--- src/rtl/tce_pkg.sv ---
// Shared constants and codes for the touch calibrate event unit.
// No dependencies; every other file of the block imports this package.
`default_nettype none

package tce_pkg;

  localparam int ADC_BITS_DEF   = 10;
  localparam int PIXEL_BITS_DEF = 12;

  // Configuration register index space.
  localparam int CFG_IDX_BITS = 3;

  typedef enum logic [CFG_IDX_BITS-1:0] {
    REG_X_OFFSET   = 3'd0,
    REG_X_SPAN     = 3'd1,
    REG_Y_OFFSET   = 3'd2,
    REG_Y_SPAN     = 3'd3,
    REG_X_RES      = 3'd4,
    REG_Y_RES      = 3'd5,
    REG_REVERSE    = 3'd6,
    REG_THRESHOLD  = 3'd7
  } cfg_reg_e;

  typedef enum logic {
    OP_POLL = 1'b0,
    OP_READ = 1'b1
  } opcode_e;

  // Reset values of the configuration registers.
  localparam int X_OFFSET_RST  = 75;
  localparam int X_SPAN_RST    = 955;
  localparam int Y_OFFSET_RST  = 75;
  localparam int Y_SPAN_RST    = 955;
  localparam int X_RES_RST     = 320;
  localparam int Y_RES_RST     = 240;
  localparam int REVERSE_RST   = 0;
  localparam int THRESHOLD_RST = 512;

endpackage

`default_nettype wire

--- src/rtl/tce_stream_if.sv ---
// Valid/ready channel interfaces for the sample input and the event output.
// Depends on tce_pkg for the default field widths.
`default_nettype none

interface tce_in_if
  import tce_pkg::*;
#(
  parameter int ADC_BITS = ADC_BITS_DEF
);
  logic                valid;
  logic                ready;
  logic                opcode;
  logic                pen_up_pin;
  logic [ADC_BITS-1:0] press_level;
  logic [ADC_BITS-1:0] raw_x;
  logic [ADC_BITS-1:0] raw_y;

  modport source (
    output valid, opcode, pen_up_pin, press_level, raw_x, raw_y,
    input  ready
  );
  modport sink (
    input  valid, opcode, pen_up_pin, press_level, raw_x, raw_y,
    output ready
  );
endinterface

interface tce_out_if
  import tce_pkg::*;
#(
  parameter int PIXEL_BITS = PIXEL_BITS_DEF
);
  logic                  valid;
  logic                  ready;
  logic                  event_valid;
  logic [PIXEL_BITS-1:0] event_x;
  logic [PIXEL_BITS-1:0] event_y;
  logic                  event_pressed;
  logic                  event_waiting;

  modport source (
    output valid, event_valid, event_x, event_y, event_pressed, event_waiting,
    input  ready
  );
  modport sink (
    input  valid, event_valid, event_x, event_y, event_pressed, event_waiting,
    output ready
  );
endinterface

`default_nettype wire

--- src/rtl/tce_axis_lane.sv ---
// One calibration axis: clamp, bit-serial shift-add multiply by the resolution,
// bit-serial restoring divide by the span, then limit and mirror. Uses tce_pkg.
`default_nettype none

module tce_axis_lane
  import tce_pkg::*;
#(
  parameter int ADC_BITS   = ADC_BITS_DEF,
  parameter int PIXEL_BITS = PIXEL_BITS_DEF
) (
  input  wire logic                  clk_i,
  input  wire logic                  rst_ni,
  input  wire logic                  start_i,
  input  wire logic [ADC_BITS-1:0]   raw_i,
  input  wire logic [ADC_BITS-1:0]   off_i,
  input  wire logic [ADC_BITS:0]     span_i,
  input  wire logic [PIXEL_BITS-1:0] res_i,
  input  wire logic                  mirror_i,
  output logic                       done_o,
  output logic [PIXEL_BITS-1:0]      value_o
);

  localparam int W        = ADC_BITS + PIXEL_BITS;
  localparam int CNT_BITS = $clog2(W);

  typedef enum logic [3:0] {
    L_IDLE = 4'b0001,
    L_MUL  = 4'b0010,
    L_DIV  = 4'b0100,
    L_FIN  = 4'b1000
  } lane_state_e;

  lane_state_e           state_q, state_d;
  logic [CNT_BITS-1:0]   cnt_q, cnt_d;
  logic                  done_q, done_d;
  logic [ADC_BITS-1:0]   mcand_q, mcand_d;
  logic [PIXEL_BITS-1:0] mplier_q, mplier_d;
  logic [W-1:0]          acc_q, acc_d;
  logic [ADC_BITS:0]     rem_q, rem_d;
  logic [PIXEL_BITS-1:0] value_q, value_d;

  logic [ADC_BITS+1:0]   trial;
  logic [ADC_BITS+1:0]   diff;
  logic                  sub_ok;
  logic                  sat;
  logic [PIXEL_BITS-1:0] lim;

  always_comb begin
    state_d  = state_q;
    cnt_d    = cnt_q;
    done_d   = 1'b0;
    mcand_d  = mcand_q;
    mplier_d = mplier_q;
    acc_d    = acc_q;
    rem_d    = rem_q;
    value_d  = value_q;

    // The remainder stays below the span, so one more bit always fits.
    trial  = {rem_q, acc_q[W-1]};
    sub_ok = trial >= {1'b0, span_i};
    diff   = trial - {1'b0, span_i};

    sat = (span_i == '0) || (acc_q >= {{ADC_BITS{1'b0}}, res_i});
    lim = sat ? res_i : acc_q[PIXEL_BITS-1:0];

    unique case (state_q)
      L_IDLE: begin
        if (start_i) begin
          mcand_d  = (raw_i < off_i) ? '0 : raw_i - off_i;
          mplier_d = res_i;
          acc_d    = '0;
          cnt_d    = CNT_BITS'(PIXEL_BITS - 1);
          state_d  = L_MUL;
        end
      end
      L_MUL: begin
        // Multiplier bits are taken MSB first.
        acc_d    = {acc_q[W-2:0], 1'b0} +
                   (mplier_q[PIXEL_BITS-1] ? {{PIXEL_BITS{1'b0}}, mcand_q} : '0);
        mplier_d = {mplier_q[PIXEL_BITS-2:0], 1'b0};
        if (cnt_q == '0) begin
          cnt_d   = CNT_BITS'(W - 1);
          rem_d   = '0;
          state_d = L_DIV;
        end else begin
          cnt_d = cnt_q - 1'b1;
        end
      end
      L_DIV: begin
        // The dividend shifts out of the top as quotient bits shift in below.
        rem_d = sub_ok ? diff[ADC_BITS:0] : trial[ADC_BITS:0];
        acc_d = {acc_q[W-2:0], sub_ok};
        if (cnt_q == '0) begin
          state_d = L_FIN;
        end else begin
          cnt_d = cnt_q - 1'b1;
        end
      end
      L_FIN: begin
        value_d = mirror_i ? res_i - lim : lim;
        done_d  = 1'b1;
        state_d = L_IDLE;
      end
      default: state_d = L_IDLE;
    endcase
  end

  always_ff @(posedge clk_i or negedge rst_ni) begin
    if (!rst_ni) begin
      state_q <= L_IDLE;
      cnt_q   <= '0;
      done_q  <= 1'b0;
    end else begin
      state_q <= state_d;
      cnt_q   <= cnt_d;
      done_q  <= done_d;
    end
  end

  always_ff @(posedge clk_i) begin
    mcand_q  <= mcand_d;
    mplier_q <= mplier_d;
    acc_q    <= acc_d;
    rem_q    <= rem_d;
    value_q  <= value_d;
  end

  assign done_o  = done_q;
  assign value_o = value_q;

endmodule

`default_nettype wire

--- src/rtl/touch_calibrate_event_unit.sv ---
// Touch calibrate event unit: one word in, one result word out per input word.
// A pressed poll runs through the bit-serial multiply and divide in each axis lane before
// its result is loaded into the output register; reads and release polls skip the lanes.
// One word is in work at a time; the next is accepted the cycle after a result is loaded,
// even while it waits. Asynchronous active-low reset restores the register defaults and
// clears the control, touch and output-valid state; the output data fields are not reset.
`default_nettype none

module touch_calibrate_event_unit
  import tce_pkg::*;
#(
  parameter int ADC_BITS   = ADC_BITS_DEF,
  parameter int PIXEL_BITS = PIXEL_BITS_DEF
) (
  input  wire logic                    clk_i,
  input  wire logic                    rst_ni,
  input  wire logic                    cfg_we_i,
  input  wire logic [CFG_IDX_BITS-1:0] cfg_idx_i,
  input  wire logic [((ADC_BITS + 1 > PIXEL_BITS) ? ADC_BITS + 1 : PIXEL_BITS)-1:0]
                                       cfg_data_i,
  tce_in_if.sink                       in_i,
  tce_out_if.source                    out_o
);

  typedef enum logic [2:0] {
    ST_IDLE = 3'b001,
    ST_CALC = 3'b010,
    ST_EMIT = 3'b100
  } state_e;

  // Configuration registers.
  logic [ADC_BITS-1:0]   x_off_q, y_off_q, thr_q;
  logic [ADC_BITS:0]     x_span_q, y_span_q;
  logic [PIXEL_BITS-1:0] x_res_q, y_res_q;
  logic [1:0]            rev_q;

  always_ff @(posedge clk_i or negedge rst_ni) begin
    if (!rst_ni) begin
      x_off_q  <= ADC_BITS'(X_OFFSET_RST);
      x_span_q <= (ADC_BITS + 1)'(X_SPAN_RST);
      y_off_q  <= ADC_BITS'(Y_OFFSET_RST);
      y_span_q <= (ADC_BITS + 1)'(Y_SPAN_RST);
      x_res_q  <= PIXEL_BITS'(X_RES_RST);
      y_res_q  <= PIXEL_BITS'(Y_RES_RST);
      rev_q    <= 2'(REVERSE_RST);
      thr_q    <= ADC_BITS'(THRESHOLD_RST);
    end else if (cfg_we_i) begin
      unique case (cfg_reg_e'(cfg_idx_i))
        REG_X_OFFSET:  x_off_q  <= cfg_data_i[ADC_BITS-1:0];
        REG_X_SPAN:    x_span_q <= cfg_data_i[ADC_BITS:0];
        REG_Y_OFFSET:  y_off_q  <= cfg_data_i[ADC_BITS-1:0];
        REG_Y_SPAN:    y_span_q <= cfg_data_i[ADC_BITS:0];
        REG_X_RES:     x_res_q  <= cfg_data_i[PIXEL_BITS-1:0];
        REG_Y_RES:     y_res_q  <= cfg_data_i[PIXEL_BITS-1:0];
        REG_REVERSE:   rev_q    <= cfg_data_i[1:0];
        REG_THRESHOLD: thr_q    <= cfg_data_i[ADC_BITS-1:0];
        default: ;
      endcase
    end
  end

  // Control and touch state.
  state_e                state_q, state_d;
  logic                  op_q, op_d;
  logic                  press_q, press_d;
  logic                  pressed_q, pressed_d;
  logic                  pend_q, pend_d;
  logic [PIXEL_BITS-1:0] cur_x_q, cur_x_d, cur_y_q, cur_y_d;
  logic [PIXEL_BITS-1:0] rep_x_q, rep_x_d, rep_y_q, rep_y_d;

  // Output register.
  logic                  ovld_q, ovld_d;
  logic                  oev_q, oev_d;
  logic [PIXEL_BITS-1:0] ox_q, ox_d, oy_q, oy_d;
  logic                  op_pr_q, op_pr_d;
  logic                  owait_q, owait_d;

  logic                  accept;
  logic                  start;
  logic                  slot_free;
  logic                  x_done;
  logic                  y_done;
  logic [PIXEL_BITS-1:0] x_val, y_val;

  assign in_i.ready = (state_q == ST_IDLE);
  assign accept     = in_i.valid && in_i.ready;
  assign start      = accept && (opcode_e'(in_i.opcode) == OP_POLL) &&
                      !in_i.pen_up_pin && !(in_i.press_level > thr_q);
  assign slot_free  = !ovld_q || out_o.ready;

  tce_axis_lane #(
    .ADC_BITS   (ADC_BITS),
    .PIXEL_BITS (PIXEL_BITS)
  ) u_lane_x (
    .clk_i    (clk_i),
    .rst_ni   (rst_ni),
    .start_i  (start),
    .raw_i    (in_i.raw_x),
    .off_i    (x_off_q),
    .span_i   (x_span_q),
    .res_i    (x_res_q),
    .mirror_i (rev_q[0]),
    .done_o   (x_done),
    .value_o  (x_val)
  );

  tce_axis_lane #(
    .ADC_BITS   (ADC_BITS),
    .PIXEL_BITS (PIXEL_BITS)
  ) u_lane_y (
    .clk_i    (clk_i),
    .rst_ni   (rst_ni),
    .start_i  (start),
    .raw_i    (in_i.raw_y),
    .off_i    (y_off_q),
    .span_i   (y_span_q),
    .res_i    (y_res_q),
    .mirror_i (rev_q[1]),
    .done_o   (y_done),
    .value_o  (y_val)
  );

  always_comb begin
    state_d   = state_q;
    op_d      = op_q;
    press_d   = press_q;
    pressed_d = pressed_q;
    pend_d    = pend_q;
    cur_x_d   = cur_x_q;
    cur_y_d   = cur_y_q;
    rep_x_d   = rep_x_q;
    rep_y_d   = rep_y_q;
    ovld_d    = ovld_q && !out_o.ready;
    oev_d     = oev_q;
    ox_d      = ox_q;
    oy_d      = oy_q;
    op_pr_d   = op_pr_q;
    owait_d   = owait_q;

    unique case (state_q)
      ST_IDLE: begin
        if (accept) begin
          op_d    = in_i.opcode;
          press_d = start;
          state_d = start ? ST_CALC : ST_EMIT;
        end
      end
      ST_CALC: begin
        // Both lanes run in lockstep, so they finish together.
        if (x_done && y_done) begin
          state_d = ST_EMIT;
        end
      end
      ST_EMIT: begin
        if (slot_free) begin
          oev_d   = 1'b0;
          ox_d    = '0;
          oy_d    = '0;
          op_pr_d = 1'b0;
          if (opcode_e'(op_q) == OP_POLL) begin
            if (press_q) begin
              cur_x_d   = x_val;
              cur_y_d   = y_val;
              pend_d    = pend_q || (x_val != rep_x_q) || (y_val != rep_y_q) ||
                          !pressed_q;
              pressed_d = 1'b1;
            end else begin
              pend_d    = pend_q || pressed_q;
              pressed_d = 1'b0;
            end
          end else if (pend_q) begin
            oev_d   = 1'b1;
            ox_d    = cur_x_q;
            oy_d    = cur_y_q;
            op_pr_d = pressed_q;
            rep_x_d = cur_x_q;
            rep_y_d = cur_y_q;
            pend_d  = 1'b0;
          end
          owait_d = pend_d;
          ovld_d  = 1'b1;
          state_d = ST_IDLE;
        end
      end
      default: state_d = ST_IDLE;
    endcase
  end

  always_ff @(posedge clk_i or negedge rst_ni) begin
    if (!rst_ni) begin
      state_q   <= ST_IDLE;
      op_q      <= 1'b0;
      press_q   <= 1'b0;
      pressed_q <= 1'b0;
      pend_q    <= 1'b0;
      cur_x_q   <= '0;
      cur_y_q   <= '0;
      rep_x_q   <= '0;
      rep_y_q   <= '0;
      ovld_q    <= 1'b0;
    end else begin
      state_q   <= state_d;
      op_q      <= op_d;
      press_q   <= press_d;
      pressed_q <= pressed_d;
      pend_q    <= pend_d;
      cur_x_q   <= cur_x_d;
      cur_y_q   <= cur_y_d;
      rep_x_q   <= rep_x_d;
      rep_y_q   <= rep_y_d;
      ovld_q    <= ovld_d;
    end
  end

  always_ff @(posedge clk_i) begin
    oev_q   <= oev_d;
    ox_q    <= ox_d;
    oy_q    <= oy_d;
    op_pr_q <= op_pr_d;
    owait_q <= owait_d;
  end

  assign out_o.valid         = ovld_q;
  assign out_o.event_valid   = oev_q;
  assign out_o.event_x       = ox_q;
  assign out_o.event_y       = oy_q;
  assign out_o.event_pressed = op_pr_q;
  assign out_o.event_waiting = owait_q;

endmodule

`default_nettype wire

--- src/flat_wrapper.sv ---
// flat-port wrapper written by rule: the top's interface ports become plain ports
module touch_calibrate_event_unit_flat import tce_pkg::*;
#(
  parameter int ADC_BITS   = ADC_BITS_DEF,
  parameter int PIXEL_BITS = PIXEL_BITS_DEF
)
  (clk_i, rst_ni, cfg_we_i, cfg_idx_i, cfg_data_i, in_i_valid, in_i_opcode, in_i_pen_up_pin, in_i_press_level, in_i_raw_x, in_i_raw_y, in_i_ready, out_o_valid, out_o_event_valid, out_o_event_x, out_o_event_y, out_o_event_pressed, out_o_event_waiting, out_o_ready);
  tce_in_if #(.ADC_BITS(ADC_BITS)) in_i_i ();
  tce_out_if #(.PIXEL_BITS(PIXEL_BITS)) out_o_i ();
  input  wire logic clk_i;
  input  wire logic rst_ni;
  input  wire logic cfg_we_i;
  input  wire logic [CFG_IDX_BITS-1:0] cfg_idx_i;
  input  wire logic [((ADC_BITS + 1 > PIXEL_BITS) ? ADC_BITS + 1 : PIXEL_BITS)-1:0] cfg_data_i;
  input wire logic [$bits(in_i_i.valid)-1:0] in_i_valid;
  input wire logic [$bits(in_i_i.opcode)-1:0] in_i_opcode;
  input wire logic [$bits(in_i_i.pen_up_pin)-1:0] in_i_pen_up_pin;
  input wire logic [$bits(in_i_i.press_level)-1:0] in_i_press_level;
  input wire logic [$bits(in_i_i.raw_x)-1:0] in_i_raw_x;
  input wire logic [$bits(in_i_i.raw_y)-1:0] in_i_raw_y;
  output wire logic [$bits(in_i_i.ready)-1:0] in_i_ready;
  output wire logic [$bits(out_o_i.valid)-1:0] out_o_valid;
  output wire logic [$bits(out_o_i.event_valid)-1:0] out_o_event_valid;
  output wire logic [$bits(out_o_i.event_x)-1:0] out_o_event_x;
  output wire logic [$bits(out_o_i.event_y)-1:0] out_o_event_y;
  output wire logic [$bits(out_o_i.event_pressed)-1:0] out_o_event_pressed;
  output wire logic [$bits(out_o_i.event_waiting)-1:0] out_o_event_waiting;
  input wire logic [$bits(out_o_i.ready)-1:0] out_o_ready;
  assign in_i_i.valid = in_i_valid;
  assign in_i_i.opcode = in_i_opcode;
  assign in_i_i.pen_up_pin = in_i_pen_up_pin;
  assign in_i_i.press_level = in_i_press_level;
  assign in_i_i.raw_x = in_i_raw_x;
  assign in_i_i.raw_y = in_i_raw_y;
  assign in_i_ready = in_i_i.ready;
  assign out_o_valid = out_o_i.valid;
  assign out_o_event_valid = out_o_i.event_valid;
  assign out_o_event_x = out_o_i.event_x;
  assign out_o_event_y = out_o_i.event_y;
  assign out_o_event_pressed = out_o_i.event_pressed;
  assign out_o_event_waiting = out_o_i.event_waiting;
  assign out_o_i.ready = out_o_ready;
  touch_calibrate_event_unit #(.ADC_BITS(ADC_BITS), .PIXEL_BITS(PIXEL_BITS)) u_core (.clk_i(clk_i), .rst_ni(rst_ni), .cfg_we_i(cfg_we_i), .cfg_idx_i(cfg_idx_i), .cfg_data_i(cfg_data_i), .in_i(in_i_i), .out_o(out_o_i));
endmodule
--- config.mk ---
export PLATFORM = sky130hd
export DESIGN_NAME = touch_calibrate_event_unit_flat
export DESIGN_NICKNAME = d
export VERILOG_FILES = /design/src/rtl/tce_pkg.sv /design/src/rtl/tce_stream_if.sv /design/src/rtl/tce_axis_lane.sv /design/src/rtl/touch_calibrate_event_unit.sv /design/src/flat_wrapper.sv
export SDC_FILE = /design/constraint.sdc
export NUM_CORES = 1
export LEC_CHECK = 0
export ABC_CLOCK_PERIOD_IN_PS = 11100
export BUFFER_PORTS_ARGS = -buffer_cell sky130_fd_sc_hd__buf_4
export CAP_MARGIN = 20
export CORE_ASPECT_RATIO = 0.7
export CORE_MARGIN = 4
export CORE_UTILIZATION = 35
export DETAILED_ROUTE_END_ITERATION = 10
export GPL_TIMING_DRIVEN = 0
export PLACE_DENSITY = 0.59
export SLEW_MARGIN = 20
export SYNTH_ARGS = -nofsm -noshare
export SYNTH_HDL_FRONTEND = slang
export SYNTH_HIERARCHICAL = 1
export SYNTH_SLANG_ARGS = --single-unit
--- constraint.sdc ---
create_clock -name clk_i -period 11.1 [get_ports clk_i]
set_input_delay 2.22 -clock clk_i [delete_from_list [all_inputs] [get_ports clk_i]]
set_output_delay 2.22 -clock clk_i [all_outputs]
set_load 0.1 [all_outputs]
==> results.md, run 1 <==
- The quantity of hold-fixing buffers added after cts is 0.
- The count of input and output buffers is 78.
- Combinational logic is responsible for 21.6% of the overall power.
- The global placer's final weighted congestion is 0.866.
- The fraction of synthesized cell area taken by the top area cell type is 26.0%.
- The start of the worst register-to-register path is u_core/x_res_q[11].
- The min-delay analysis places its worst path in the category flip-flop to flip-flop.
- The total nets after synthesis is 1895.
- The overall fraction of global-route tracks in use is 16.4%.
- The first detailed-routing pass ran for 5 iterations.
- The routed design has 47400 µm of wire.
- The first global-routing pass estimated 75900 µm of wire.
- The maximum number of pins on one net before global-route repair is 83.
- The sink of the worst hold path is u_core/x_off_q[4].
- The ratio of cells with drive above 1 in the final layout is 19.4%.
- At the pin with the least slew margin, the transition time is 0.959 ns.
- The cell count after synthesis came out at 1719.
- The number of vias per cell after detailed routing is 5.41.
- The core region area is 52400 µm².
- After synthesis, the largest family of logic cells by area is compound AO/OA/AOI/OAI gates.
- Summed over all nets, the switching power comes to 0.904 mW.
- The tree is rooted in a sky130_fd_sc_hd__clkbuf_16.
- By area the synthesized netlist is led by sky130_fd_sc_hd__edfxtp_1, sky130_fd_sc_hd__dfrtp_1, sky130_fd_sc_hd__ha_1, sky130_fd_sc_hd__mux2_2, sky130_fd_sc_hd__dfstp_2.
- The number of nets still failing antenna checks after routing is 0.
- The number of max-cap violations is 0.
- The synthesized design contains 161 enable-type register cells.
- Data on the critical path is required at its endpoint by 11.34 ns.
- The synthesized netlist devotes 14.2% of its cell area to compound gates.
- Of the total synthesized cell area, the portion taken by AND, OR, NAND and NOR gates is 13.3%.
- The TritonCTS sink count is 315.
- The number of global-route vias before repair came to 13.6k.
- The clock passes through at most 3 buffers.
- For this run the aggregate overflow at the end of global routing stands at 0.
- The maximum net fanout on the critical path is 10.
- The count of boundary I/O pins is 81.
- In the final design database the tool counted 2014 nets.
- The most frequently used flop master after synthesis is sky130_fd_sc_hd__edfxtp_1.
- The post-route setup TNS is 0 ns.
- The overall die width is 283 µm.
- The flow ran to the end, and the final reports show no timing, DRC or antenna violations.
- After synthesis the netlist holds a flip-flop and latch count of 315.
- Gates resized during post-CTS repair numbered 0.
- The mean area per synthesized cell is 10.8 µm².
- After synthesis, the netlist uses 88 different library cells.
- The sequential cell fraction of total power is 43.9%.
- The die covers 56900 µm².
- Setup violations remaining at the end of the flow were counted as 0.
- Setup repair after global routing left no endpoint under its margin.
- The synthesis-to-layout area growth is 13.8%.
- Timing analysis after detailed placement gives a worst setup slack of 5.65 ns.
- The CTS buffer count is 34.
- The path depth of the worst reg2reg path is 19.
- The static leakage power is 9.11 nW.
- The clock network burns 34.5% of the power.
- The starting utilization of the core area is 35.5%.
- Across all register-to-register paths, the minimum setup slack is 6.02 ns.
- In this run, the number of DRC markers left after iteration 0 of detailed routing was 1033.
- The final-report max-slew violation count is 0.
- Summing the areas of all xor and xnor instances in the mapped netlist gives 2.92% of the synthesized area.
- STA puts the critical path data arrival time at 5.32 ns.
- The internal power of the cells totals 2.25 mW.
- The clock period minus worst slack is 5.08 ns.
- The number of antenna violations at the first check in global routing was 2.
- The final number of hold-violating endpoints is 0.
- The post-CTS repair timing setup buffer count is 0.
- The leading area contributor after synthesis is sky130_fd_sc_hd__edfxtp_1.
- The cell area that synthesis handed to floorplanning was 18600 µm².
- In this run the critical register-to-register path is captured at u_core/u_lane_x/value_o[11].
- Dividing the detail-routed wire length by the instance count gives 18.6 µm.
- The largest voltage drop on the vdd net is 82.8 µV.
- The initialized floorplan defines 70 standard-cell rows.
- Sequential cells were found to cover 47.0% of the synthesized design area.
- Along the worst hold path, the cell count comes to 1.
- The multiplexer area fraction after synthesis is 9.44%.
- The source-to-sink clock delay at the later pin of the worst-skew pair is 0.52 ns.
- Across the routed clock network, the largest skew measured is 0.0167 ns.
- The HPWL after detailed placement is 35600 µm.
- The kind of start point of the critical path is a flip-flop.
- The clock-pin slew reported for the worst setup and hold paths after clock tree synthesis is 0.06 ns.
- During synthesis, Yosys emitted a total of 6 warnings.
- The final worst-path setup slack is 6.02 ns.
- The largest registers in the layout are u_core/u_lane_x/acc_q x22, u_core/u_lane_y/acc_q x22.
- The worst hold path begins at u_core/x_off_q[4].
- The H-tree generated during clock tree synthesis spans 2 levels.
- The category of the worst setup path capture point is a flip-flop.
- Timing would allow up to 0.197 GHz.
- In this run the vertical extent of the chip is 201 µm.
- The power density over the cells is 149 nW/µm².
- For this block, the via count after detailed routing is 13.8k.
- The share of synthesized cell area in full adder, half adder and majority cells is 8.68%.
- The startpoint of the worst setup timing path is u_core/x_res_q[11].
- After layout, the worst path uses 45.8% of the clock period.
- The fraction of power spent switching nets is 28.7%.
- The category of the critical setup timing path is flip-flop to flip-flop.
- The TritonCTS clock tree is built.
- For this run, asynchronously set or reset flops after synthesis account for 48.9%.
- The worst pin sits at a relative slew slack of 35.2%.
- For this run, design rule violations remaining after detail routing come to 0.
-- power groups by stage --
| stage | Combinational, mW | Clock, mW | Sequential [mW] |
|---|---|---|---|
| 3_5_place_dp | 0.672 | 0 | 1.41 |
| 5_1_grt | 0.772 | 1.17 | 1.39 |
| 6_report | 0.681 | 1.09 | 1.38 |
| 3_3_place_gp | 0.649 | 0 | 1.40 |
| 4_1_cts | 0.678 | 1.12 | 1.38 |
| 2_1_floorplan | 0.510 | 0 | 1.38 |
-- cells by family after synthesis --
| kind of cell | count (synthesis) |
|---|---|
| flops | 315 |
| compound gates | 395 |
| fa+ha+maj | 124 |
| simple gates | 470 |
| xor+xnor | 62 |
| mux | 152 |
| buf+inv | 201 |
-- routing by layer --
metal	GRT usage (%)	wire length (µm)	up-vias
met5	0	0	-
met4	3.96	925	0
met3	3.43	3190	64
met2	23.0	18900	427
met1	25.5	24400	6724
li1	-	-	6572
-- layout make-up --
type                       count  area [µm²]
timing repair buffer          83         646
inverter                     140         527
sequential                   315        8730
fill                        5045       31200
multi-input combinational   1203        9020
antenna                        1        2.50
clock buffer                  49         958
buffer                        61         299
tap                          684         856
clock inverter                12        83.8
-- how the worst max path moves through the flow --
stage                             endpoint  cells past startpoint
4_1_cts        u_core/u_lane_y/value_o[11]                     18
3_5_place_dp      u_core/u_lane_x/acc_q[1]                     11
3_3_place_gp      u_core/u_lane_x/acc_q[1]                     11
5_1_grt        u_core/u_lane_y/value_o[11]                     18
2_1_floorplan                   in_i_ready                      1
6_report       u_core/u_lane_x/value_o[11]                     19
-- worst max-delay path, cell delays in order (launching register included) --
cell	delay, ns
sky130_fd_sc_hd__dfrtp_1	0.42
sky130_fd_sc_hd__inv_1	0.13
sky130_fd_sc_hd__ha_1	0.32
sky130_fd_sc_hd__a211oi_1	0.25
sky130_fd_sc_hd__nand4_1	0.15
sky130_fd_sc_hd__a211oi_2	0.29
sky130_fd_sc_hd__o21a_2	0.25
sky130_fd_sc_hd__buf_2	0.22
sky130_fd_sc_hd__buf_2	0.25
sky130_fd_sc_hd__nor2_1	0.06
sky130_fd_sc_hd__a21oi_1	0.36
sky130_fd_sc_hd__ha_1	0.32
sky130_fd_sc_hd__nand2b_1	0.10
sky130_fd_sc_hd__a21oi_1	0.08
sky130_fd_sc_hd__o21ai_0	0.28
sky130_fd_sc_hd__nand2_1	0.16
sky130_fd_sc_hd__o2111a_2	0.31
sky130_fd_sc_hd__nor3b_4	0.17
sky130_fd_sc_hd__a311o_2	0.35
sky130_fd_sc_hd__or3_1	0.36
-- synthesized netlist by cell type, types with 8 or more instances --
library cell,number
sky130_fd_sc_hd__nand2b_1,12
sky130_fd_sc_hd__dfstp_2,34
sky130_fd_sc_hd__mux2_2,109
sky130_fd_sc_hd__nor3_1,30
sky130_fd_sc_hd__and2_1,23
sky130_fd_sc_hd__a21boi_0,13
sky130_fd_sc_hd__nor2b_1,12
sky130_fd_sc_hd__nand3_1,39
sky130_fd_sc_hd__o31ai_1,10
sky130_fd_sc_hd__o21ai_0,99
sky130_fd_sc_hd__a21oi_1,100
sky130_fd_sc_hd__edfxtp_1,161
sky130_fd_sc_hd__mux2i_1,24
sky130_fd_sc_hd__ha_1,116
sky130_fd_sc_hd__mux2_4,19
sky130_fd_sc_hd__a211oi_1,20
sky130_fd_sc_hd__nand2_1,114
sky130_fd_sc_hd__and3_1,36
sky130_fd_sc_hd__xnor2_1,48
sky130_fd_sc_hd__or3_1,15
sky130_fd_sc_hd__o21ai_1,8
sky130_fd_sc_hd__buf_2,11
sky130_fd_sc_hd__a31oi_1,8
sky130_fd_sc_hd__o21a_1,15
sky130_fd_sc_hd__a21o_1,21
sky130_fd_sc_hd__clkbuf_1,37
sky130_fd_sc_hd__nand4_1,25
sky130_fd_sc_hd__fa_1,8
sky130_fd_sc_hd__nor2_1,94
sky130_fd_sc_hd__xor2_1,14
sky130_fd_sc_hd__a41oi_1,12
sky130_fd_sc_hd__nor4_1,20
sky130_fd_sc_hd__inv_1,139
sky130_fd_sc_hd__dfrtp_1,120
-- placed cells by master (no fill, tap or decap), types with 14 or more instances in the layout --
| cell | instances |
|---|---|
| sky130_fd_sc_hd__nor3_1 | 30 |
| sky130_fd_sc_hd__a21oi_1 | 100 |
| sky130_fd_sc_hd__edfxtp_1 | 161 |
| sky130_fd_sc_hd__o21a_1 | 15 |
| sky130_fd_sc_hd__and3_1 | 36 |
| sky130_fd_sc_hd__nand4_1 | 25 |
| sky130_fd_sc_hd__ha_1 | 116 |
| sky130_fd_sc_hd__nor2_1 | 94 |
| sky130_fd_sc_hd__dfstp_2 | 34 |
| sky130_fd_sc_hd__nand2_1 | 114 |
| sky130_fd_sc_hd__nor4_1 | 20 |
| sky130_fd_sc_hd__inv_1 | 139 |
| sky130_fd_sc_hd__mux2_4 | 19 |
| sky130_fd_sc_hd__a211oi_1 | 20 |
| sky130_fd_sc_hd__xnor2_1 | 48 |
| sky130_fd_sc_hd__dfrtp_1 | 120 |
| sky130_fd_sc_hd__xor2_1 | 14 |
| sky130_fd_sc_hd__clkbuf_16 | 35 |
| sky130_fd_sc_hd__nand3_1 | 39 |
| sky130_fd_sc_hd__mux2_2 | 109 |
| sky130_fd_sc_hd__and2_1 | 23 |
| sky130_fd_sc_hd__o21ai_0 | 99 |
| sky130_fd_sc_hd__buf_4 | 84 |
| sky130_fd_sc_hd__clkbuf_1 | 48 |
| sky130_fd_sc_hd__or3_1 | 15 |
| sky130_fd_sc_hd__a21o_1 | 21 |
| sky130_fd_sc_hd__mux2i_1 | 24 |
-- metrics by stage --
step,util (%),hold slack (ns),cells,instance area [µm²],power [mW]
4_1_cts,40.3,0.508,2547,21100,3.19
5_1_grt,40.3,0.516,2547,21100,3.34
2_1_floorplan,-,0.479,1719,18600,1.89
3_5_place_dp,38.3,0.495,2486,20100,2.08
3_3_place_gp,38.2,0.489,2481,20000,2.05
6_report,40.3,0.504,2548,21100,3.15
Note: power is estimated with default switching activity, not from simulation.
==> run 2, diff against run 1 <==
--- a/config.mk
+++ b/config.mk
@@ -5,7 +5,7 @@
 export SDC_FILE = /design/constraint.sdc
 export NUM_CORES = 1
 export LEC_CHECK = 0
-export ABC_CLOCK_PERIOD_IN_PS = 11100
+export ABC_CLOCK_PERIOD_IN_PS = 4900
 export BUFFER_PORTS_ARGS = -buffer_cell sky130_fd_sc_hd__buf_4
 export CAP_MARGIN = 20
 export CORE_ASPECT_RATIO = 0.7
==> constraint.sdc (replaced) <==
create_clock -name clk_i -period 4.9 [get_ports clk_i]
set_input_delay 0.98 -clock clk_i [delete_from_list [all_inputs] [get_ports clk_i]]
set_output_delay 0.98 -clock clk_i [all_outputs]
set_load 0.1 [all_outputs]
==> results.md, run 2 (synthesized netlist as in run 1, its figures left out) <==
- Outcome: completed (unchanged).
- The number of setup violations in the final report is 0 (unchanged).
- The number of search-and-repair iterations in the first detailed-routing pass came to 5 (unchanged).
- The measured slew at the worst slew-check pin is 0.949 ns (was 0.959 ns).
- The total number of placement rows was 70 (unchanged).
- The number of vias per cell after detailed routing was 5.43 (was 5.41).
- The part of the cycle the worst path needs is 95.8% (was 45.8%).
- The clock period minus worst slack is 4.69 ns (was 5.08 ns).
- The die outline height is 201 µm (unchanged).
- Leading cell types in the layout, fill and taps excluded: sky130_fd_sc_hd__edfxtp_1, sky130_fd_sc_hd__inv_1, sky130_fd_sc_hd__dfrtp_1 (unchanged).
- The number of levels the H-tree was split into was 2 (unchanged).
- The number of global-route vias before repair is 13.6k (about the same).
- The power consumption came to 7.15 mW (was 3.15 mW).
- The quantity of hold-fixing buffers added after cts is 0 (unchanged).
- The category of the worst setup path capture point is a flip-flop (unchanged).
- The core region area is 52400 µm² (unchanged).
- The number of standard cells in the layout, taps in and fillers out is 2551 (was 2548).
- The path category of the worst min-delay check is input pin to async pin (was flip-flop to flip-flop).
- Largest registers: u_core/u_lane_x/acc_q x22, u_core/u_lane_y/acc_q x22 (unchanged).
- The overall fraction of global-route tracks in use came to 16.4% (about the same).
- The number of max-cap violations is 0 (unchanged).
- The synthesis-to-layout area growth is 14.2% (was 13.8%).
- The number of antenna violations at the first check in global routing is 2 (unchanged).
- The TritonCTS sink count is 315 (unchanged).
- The maximum net fanout on the critical path is 10 (unchanged).
- The upper clock frequency limit came to 0.213 GHz (was 0.197 GHz).
- The clock-pin slew reported for the worst setup and hold paths after clock tree synthesis came to 0.06 ns (about the same).
- The leftover overflow at the end of global routing is 0 (unchanged).
- The share of total power in the clock network came to 34.5% (about the same).
- The commonest non-fill, non-tap cell in the layout is sky130_fd_sc_hd__edfxtp_1 (unchanged).
- The overall die width is 283 µm (unchanged).
- The start of the worst register-to-register path is u_core/y_res_q[5] (was u_core/x_res_q[11]).
- The starting utilization of the core area is 35.5% (unchanged).
- The remaining design rule violation count is 0 (unchanged).
- The final number of hold-violating endpoints is 0 (unchanged).
- The source-to-sink clock delay at the later pin of the worst-skew pair is 0.52 ns (about the same).
- The destination of the worst register-to-register timing path is u_core/u_lane_y/value_o[11] (was u_core/u_lane_x/value_o[11]).
- The number of nets in the final layout is 2017 (was 2014).
- The TritonCTS clock tree is built (unchanged).
- The number of nets still failing antenna checks after routing is 0 (unchanged).
- The library cell used as clock root buffer is sky130_fd_sc_hd__clkbuf_16 (unchanged).
- The largest voltage drop on the vdd net is 188 µV (was 82.8 µV).
- The number of design-rule violations left by the first detailed-router iteration is 1083 (was 1033).
- The largest clock skew in the final design is 0.0159 ns (was 0.0167 ns).
- The end-of-flow core utilization came to 40.5% (was 40.3%).
- The die area came to 56900 µm² (unchanged).
- The internal power component came to 5.10 mW (was 2.25 mW).
- The ratio of cells with drive above 1 in the final layout is 20.2% (was 19.4%).
- The data arrival time at the worst-slack endpoint was 4.94 ns (was 5.32 ns).
- The final hold slack is 0.418 ns (was 0.504 ns).
- The count of input and output buffers is 78 (unchanged).
- The share of power burned in combinational logic is 21.7% (was 21.6%).
- The cell count after placement is 2486 (unchanged).
- The count of boundary I/O pins is 81 (unchanged).
- The category of the critical setup timing path is flip-flop to flip-flop (unchanged).
- The static leakage power is 9.15 nW (was 9.11 nW).
- The buffer depth of the longest clock path is 3 (unchanged).
- The final-report max-slew violation count is 0 (unchanged).
- The number of vias in the routed layout is 13.8k (about the same).
- The global placer's final weighted congestion was 0.866 (unchanged).
- The CTS buffer count was 34 (unchanged).
- The global-route wire length before repair came to 75900 µm (about the same).
- The net switching component of the power is 2.05 mW (was 0.904 mW).
- The final routed wirelength across all metal layers is 47600 µm (was 47400 µm).
- The power density over the cells is 337 nW/µm² (was 149 nW/µm²).
- The worst relative slew slack came to 35.9% (was 35.2%).
- The setup slack of the worst register-to-register path is 0.21 ns (was 6.02 ns).
- The fraction of power spent switching nets is 28.7% (about the same).
- The path depth of the worst reg2reg path is 19 (unchanged).
- The maximum number of pins on one net before global-route repair was 83 (unchanged).
- The sequential cell fraction of total power was 43.9% (about the same).
- The data required time of the critical path was 5.15 ns (was 11.34 ns).
- The HPWL after detailed placement is 35600 µm (unchanged).
- The routed wirelength normalized by instance count came to 18.6 µm (about the same).
- The kind of start point of the critical path is a flip-flop (unchanged).
- The post-route setup TNS is 0 ns (unchanged).
## run 2: changes by cell type in the layout (fill, tap and decap cells not counted), sizes merged
cell and change:
clkbuf +5, buf -2
## run 2: layout make-up
type                            count  area (µm²)
Fill cell                        5034       31200
Multi-Input combinational cell   1203        9050
Sequential cell                   315        8730
Clock buffer                       49         958
Tap cell                          684         856
Timing Repair Buffer               86         668
Inverter                          140         527
Buffer                             61         317
Clock inverter                     12        83.8
Antenna cell                        1        2.50
## run 2: through the flow
step	setup slack [ns]	area, µm²
after floorplan	0.190	18600
after global placement	-0.00360	20000
after detailed placement	-0.0744	20100
after CTS	0.0849	21100
after global routing	-0.00848	21200
final	0.206	21200
## run 2: worst max-delay path by stage
stage | start | to | cells after the start
final | u_core/y_res_q[5] | u_core/u_lane_y/value_o[11] | 19
after global routing | u_core/y_res_q[5] | u_core/u_lane_y/value_o[11] | 19
after CTS | u_core/x_res_q[11] | u_core/u_lane_x/value_o[11] | 19
after detailed placement | u_core/y_res_q[11] | u_core/u_lane_y/value_o[11] | 18
after global placement | u_core/y_res_q[11] | u_core/u_lane_y/value_o[11] | 18
after floorplan | u_core/state_q[0] | u_core/u_lane_x/acc_q[0] | 9
## run 2: critical path: stages, from the launching register on
cell	delay, ns
sky130_fd_sc_hd__dfstp_2	0.60
sky130_fd_sc_hd__inv_1	0.16
sky130_fd_sc_hd__ha_1	0.35
sky130_fd_sc_hd__o21a_1	0.11
sky130_fd_sc_hd__a21oi_1	0.14
sky130_fd_sc_hd__o21a_1	0.22
sky130_fd_sc_hd__o21a_2	0.21
sky130_fd_sc_hd__clkbuf_4	0.21
sky130_fd_sc_hd__clkbuf_4	0.23
sky130_fd_sc_hd__nor2_1	0.07
sky130_fd_sc_hd__a21oi_2	0.15
sky130_fd_sc_hd__ha_1	0.31
sky130_fd_sc_hd__o21ai_1	0.18
sky130_fd_sc_hd__a21oi_1	0.08
sky130_fd_sc_hd__o21ai_2	0.17
sky130_fd_sc_hd__nand2_1	0.14
sky130_fd_sc_hd__o2111a_2	0.32
sky130_fd_sc_hd__nor3b_4	0.17
sky130_fd_sc_hd__a311o_1	0.30
sky130_fd_sc_hd__or3_1	0.32
## run 2: what timing repair did
action / in CTS / in global routing
pin swaps: 0 / 3
hold endpoints to repair: 0 / 0
resized for setup: 6 / 14
setup buffers: 0 / 3
setup endpoints to repair: 2 / 6
## run 2: power by group through the flow
stage               logic (mW)  registers [mW]  clock network (mW)
floorplan                 1.15            3.13                   0
global placement          1.47            3.18                   0
detailed placement        1.52            3.19                   0
CTS                       1.54            3.14                2.55
global route              1.75            3.16                2.66
finish                    1.55            3.14                2.46
## run 2: metal layers
| metal | wire, µm | vias to the layer above | track usage (%) |
|---|---|---|---|
| met5 | 0 | - | 0 |
| met4 | 939 | 0 | 3.96 |
| met3 | 3140 | 66 | 3.43 |
| met2 | 19000 | 462 | 23.0 |
| met1 | 24400 | 6730 | 25.6 |
| li1 | - | 6589 | - |
==> run 3, diff against run 2 <==
--- a/config.mk
+++ b/config.mk
@@ -8,7 +8,7 @@
 export ABC_CLOCK_PERIOD_IN_PS = 4900
 export BUFFER_PORTS_ARGS = -buffer_cell sky130_fd_sc_hd__buf_4
 export CAP_MARGIN = 20
-export CORE_ASPECT_RATIO = 0.7
+export CORE_ASPECT_RATIO = 0.5
 export CORE_MARGIN = 4
 export CORE_UTILIZATION = 35
 export DETAILED_ROUTE_END_ITERATION = 10
==> results.md, run 3 (synthesized netlist as in run 1, its figures left out) <==
- Outcome: completed (unchanged).
- The fraction of power spent switching nets came to 28.5% (was 28.7%).
- The TritonCTS sink count is 315 (unchanged).
- The static leakage power came to 9.23 nW (was 9.15 nW).
- The family with the most delay on the worst path is compound AO/OA/AOI/OAI gates (unchanged).
- The path category of the worst min-delay check is input pin to async pin (unchanged).
- The number of vias in the routed layout is 13.4k (was 13.8k).
- The buffer depth of the longest clock path came to 3 (unchanged).
- The overall fraction of global-route tracks in use is 15.5% (was 16.4%).
- The antenna diode count came to 0 (was 1).
- The part of the cycle the worst path needs is 95.6% (was 95.8%).
- The share of total power in the clock network came to 36.8% (was 34.5%).
- The number of search-and-repair iterations in the first detailed-routing pass is 7 (was 5).
- The commonest non-fill, non-tap cell in the layout is sky130_fd_sc_hd__edfxtp_1 (unchanged).
- The data arrival time at the worst-slack endpoint is 4.95 ns (was 4.94 ns).
- The met3 track utilization from global routing is 2.11% (was 3.43%).
- The category of the worst setup path capture point is a flip-flop (unchanged).
- The net switching component of the power is 2.11 mW (was 2.05 mW).
- The met2 capacity usage during global routing is 24.3% (was 23.0%).
- The overall die width was 334 µm (was 283 µm).
- The count of boundary I/O pins is 81 (unchanged).
- The measured slew at the worst slew-check pin is 0.971 ns (was 0.949 ns).
- The start of the worst register-to-register path is u_core/x_res_q[11] (was u_core/y_res_q[5]).
- The number of max-cap violations is 0 (unchanged).
- The number of global-route vias before repair was 13.0k (was 13.6k).
- The number of nets in the final layout is 2018 (was 2017).
- The synthesis-to-layout area growth was 15.1% (was 14.2%).
- The power consumption is 7.38 mW (was 7.15 mW).
- The TritonCTS clock tree is built (unchanged).
- The cell with the largest stage delay on the worst path is sky130_fd_sc_hd__dfrtp_2 (was sky130_fd_sc_hd__dfstp_2).
- The setup slack of the worst register-to-register path is 0.22 ns (was 0.21 ns).
- The number of nets still failing antenna checks after routing is 0 (unchanged).
- The count of input and output buffers came to 78 (unchanged).
- The maximum number of pins on one net before global-route repair was 94 (was 83).
- The starting utilization of the core area is 35.6% (was 35.5%).
- The end-of-flow core utilization is 40.9% (was 40.5%).
- The number of design-rule violations left by the first detailed-router iteration came to 915 (was 1083).
- The sum of buffers and inverters on the critical path is 3 (unchanged).
- The ratio of cells with drive above 1 in the final layout is 21.0% (was 20.2%).
- The number of levels the H-tree was split into came to 2 (unchanged).
- The final-report max-slew violation count was 0 (unchanged).
- The remaining design rule violation count is 0 (unchanged).
- The clock-pin slew reported for the worst setup and hold paths after clock tree synthesis is 0.06 ns (about the same).
- The library cell used as clock root buffer is sky130_fd_sc_hd__clkbuf_16 (unchanged).
- The die outline height came to 171 µm (was 201 µm).
- Largest registers: u_core/u_lane_x/acc_q x22, u_core/u_lane_y/acc_q x22 (unchanged).
- The CTS buffer count is 35 (was 34).
- The sequential cell fraction of total power came to 42.6% (was 43.9%).
- The routed wirelength normalized by instance count is 17.6 µm (was 18.6 µm).
- The number of antenna violations at the first check in global routing was 3 (was 2).
- The cell repeated most along the worst path is sky130_fd_sc_hd__ha_1.
- The category of the critical setup timing path was flip-flop to flip-flop (unchanged).
- The final hold slack is 0.410 ns (was 0.418 ns).
- The share of power burned in combinational logic was 20.6% (was 21.7%).
- The leftover overflow at the end of global routing came to 0 (unchanged).
- The number of inserted filler cells in the final layout is 5004 (was 5034).
- The largest clock skew in the final design is 0.0205 ns (was 0.0159 ns).
- The maximum net fanout on the critical path came to 10 (unchanged).
- The final routed wirelength across all metal layers was 45100 µm (was 47600 µm).
- The source-to-sink clock delay at the later pin of the worst-skew pair came to 0.54 ns (was 0.52 ns).
- The delay of the slowest cell on the worst path is 0.45 ns (was 0.60 ns).
- The power density over the cells was 345 nW/µm² (was 337 nW/µm²).
- The worst relative slew slack is 35.2% (was 35.9%).
- The total number of placement rows is 59 (was 70).
- The cell area after layout was 21400 µm² (was 21200 µm²).
- The number of setup violations in the final report is 0 (unchanged).
- The largest voltage drop on the vdd net is 174 µV (was 188 µV).
- The internal power component came to 5.27 mW (was 5.10 mW).
- The die area was 57000 µm² (was 56900 µm²).
- The clock period minus worst slack was 4.68 ns (was 4.69 ns).
- The destination of the worst register-to-register timing path is u_core/u_lane_x/value_o[11] (was u_core/u_lane_y/value_o[11]).
- Ordered list of cells on the worst path: inv_1 -> ha_1 -> a211oi_1 -> nand4_1 -> a211oi_2 -> o21a_2 -> buf_4 -> buf_6 -> nor2_1 -> a21oi_2 -> ha_1 -> nand2b_1 -> a21oi_1 -> o21ai_2 -> nand2_1 -> o2111a_2 -> nor3b_4 -> a311o_2 -> or3_1 (was inv_1 -> ha_1 -> o21a_1 -> a21oi_1 -> o21a_1 -> o21a_2 -> clkbuf_4 -> clkbuf_4 -> nor2_1 -> a21oi_2 -> ha_1 -> o21ai_1 -> a21oi_1 -> o21ai_2 -> nand2_1 -> o2111a_2 -> nor3b_4 -> a311o_1 -> or3_1).
- The global placer's final weighted congestion is 0.874 (was 0.866).
- The kind of start point of the critical path is a flip-flop (unchanged).
- The global-route wire length before repair is 71600 µm (was 75900 µm).
- The number of vias per cell after detailed routing is 5.23 (was 5.43).
- The upper clock frequency limit was 0.214 GHz (was 0.213 GHz).
- The most congested layer reported by global routing is met2 (was met1).
- The core region area is 52200 µm² (was 52400 µm²).
- The final number of hold-violating endpoints is 0 (unchanged).
- Setup repair after global routing left no endpoint under its margin.
- The area of placed instances came to 20100 µm² (about the same).
- The path depth of the worst reg2reg path is 19 (unchanged).
- Leading cell types in the layout, fill and taps excluded: sky130_fd_sc_hd__edfxtp_1, sky130_fd_sc_hd__inv_1, sky130_fd_sc_hd__dfrtp_1 (unchanged).
- The met1 track demand over resource in global routing is 22.6% (was 25.6%).
- The HPWL after detailed placement is 32700 µm (was 35600 µm).
- The data required time of the critical path is 5.17 ns (was 5.15 ns).
[run 3: changes by cell type in the layout (fill, tap and decap cells not counted), moves of 2 or more]
cell,delta
sky130_fd_sc_hd__clkbuf_1,-7
sky130_fd_sc_hd__clkinv_2,+5
sky130_fd_sc_hd__clkinv_1,-4
sky130_fd_sc_hd__clkbuf_8,+3
sky130_fd_sc_hd__bufinv_16,+2
sky130_fd_sc_hd__clkinv_8,+2
[run 3: routing by layer]
layer	share of wire [%]	vias up
met4	2.2	0
met5	0	-
met1	50	6513
met2	44	264
li1	-	6600
met3	3.8	59
[run 3: worst reg2reg max path: stages (launching register included)]
cell	delay [ns]
sky130_fd_sc_hd__dfrtp_2	0.45
sky130_fd_sc_hd__inv_1	0.15
sky130_fd_sc_hd__ha_1	0.26
sky130_fd_sc_hd__a211oi_1	0.26
sky130_fd_sc_hd__nand4_1	0.16
sky130_fd_sc_hd__a211oi_2	0.33
sky130_fd_sc_hd__o21a_2	0.25
sky130_fd_sc_hd__buf_4	0.19
sky130_fd_sc_hd__buf_6	0.16
sky130_fd_sc_hd__nor2_1	0.06
sky130_fd_sc_hd__a21oi_2	0.20
sky130_fd_sc_hd__ha_1	0.27
sky130_fd_sc_hd__nand2b_1	0.11
sky130_fd_sc_hd__a21oi_1	0.11
sky130_fd_sc_hd__o21ai_2	0.17
sky130_fd_sc_hd__nand2_1	0.14
sky130_fd_sc_hd__o2111a_2	0.31
sky130_fd_sc_hd__nor3b_4	0.17
sky130_fd_sc_hd__a311o_2	0.35
sky130_fd_sc_hd__or3_1	0.33
[run 3: worst max-delay path by stage]
stage | startpoint | end | slack [ns] | cells after the start
after global routing | u_core/x_res_q[11] | u_core/u_lane_x/value_o[11] | 0.004 | 19
after CTS | u_core/x_res_q[11] | u_core/u_lane_x/value_o[11] | 0.02 | 19
final | u_core/x_res_q[11] | u_core/u_lane_x/value_o[11] | 0.22 | 19
after floorplan | u_core/state_q[0] | u_core/u_lane_x/acc_q[0] | 0.19 | 9
after detailed placement | u_core/x_res_q[11] | u_core/u_lane_x/value_o[11] | -0.14 | 19
after global placement | u_core/x_res_q[11] | u_core/u_lane_x/value_o[11] | -0.18 | 19
[run 3: timing repair]
| item | CTS | global route |
|---|---|---|
| gates resized for setup | 5 | 19 |
| pin swaps | 1 | 2 |
| setup endpoints to repair | 2 | 7 |
| hold endpoints to repair | 0 | 0 |
| hold buffers | 0 | 0 |
| buffers inserted | 0 | 3 |
[run 3: area by class of cell]
type                            count  area, µm²  area share [%]
Clock buffer                       45        973            4.56
Inverter                          140        527            2.47
Tap cell                          701        877            4.10
Multi-Input combinational cell   1203       9060            42.4
Buffer                             61        320            1.50
Clock inverter                     19        213           0.995
Timing Repair Buffer               86        668            3.13
Sequential cell                   315       8730            40.9
[run 3: stage by stage]
step | cells | TNS (ns) | setup WS [ns]
5_1_grt | 2570 | 0 | 0.00434
6_report | 2570 | 0 | 0.217
3_3_place_gp | 2498 | -0.179 | -0.179
2_1_floorplan | 1719 | 0 | 0.190
3_5_place_dp | 2503 | -0.174 | -0.141
4_1_cts | 2567 | 0 | 0.0244
[run 3: power groups by stage]
stage	Sequential (mW)	Clock [mW]	Combinational [mW]
2_1_floorplan	3.13	0	1.15
3_3_place_gp	3.19	0	1.46
3_5_place_dp	3.19	0	1.48
4_1_cts	3.14	2.79	1.50
5_1_grt	3.16	2.90	1.72
6_report	3.14	2.72	1.52
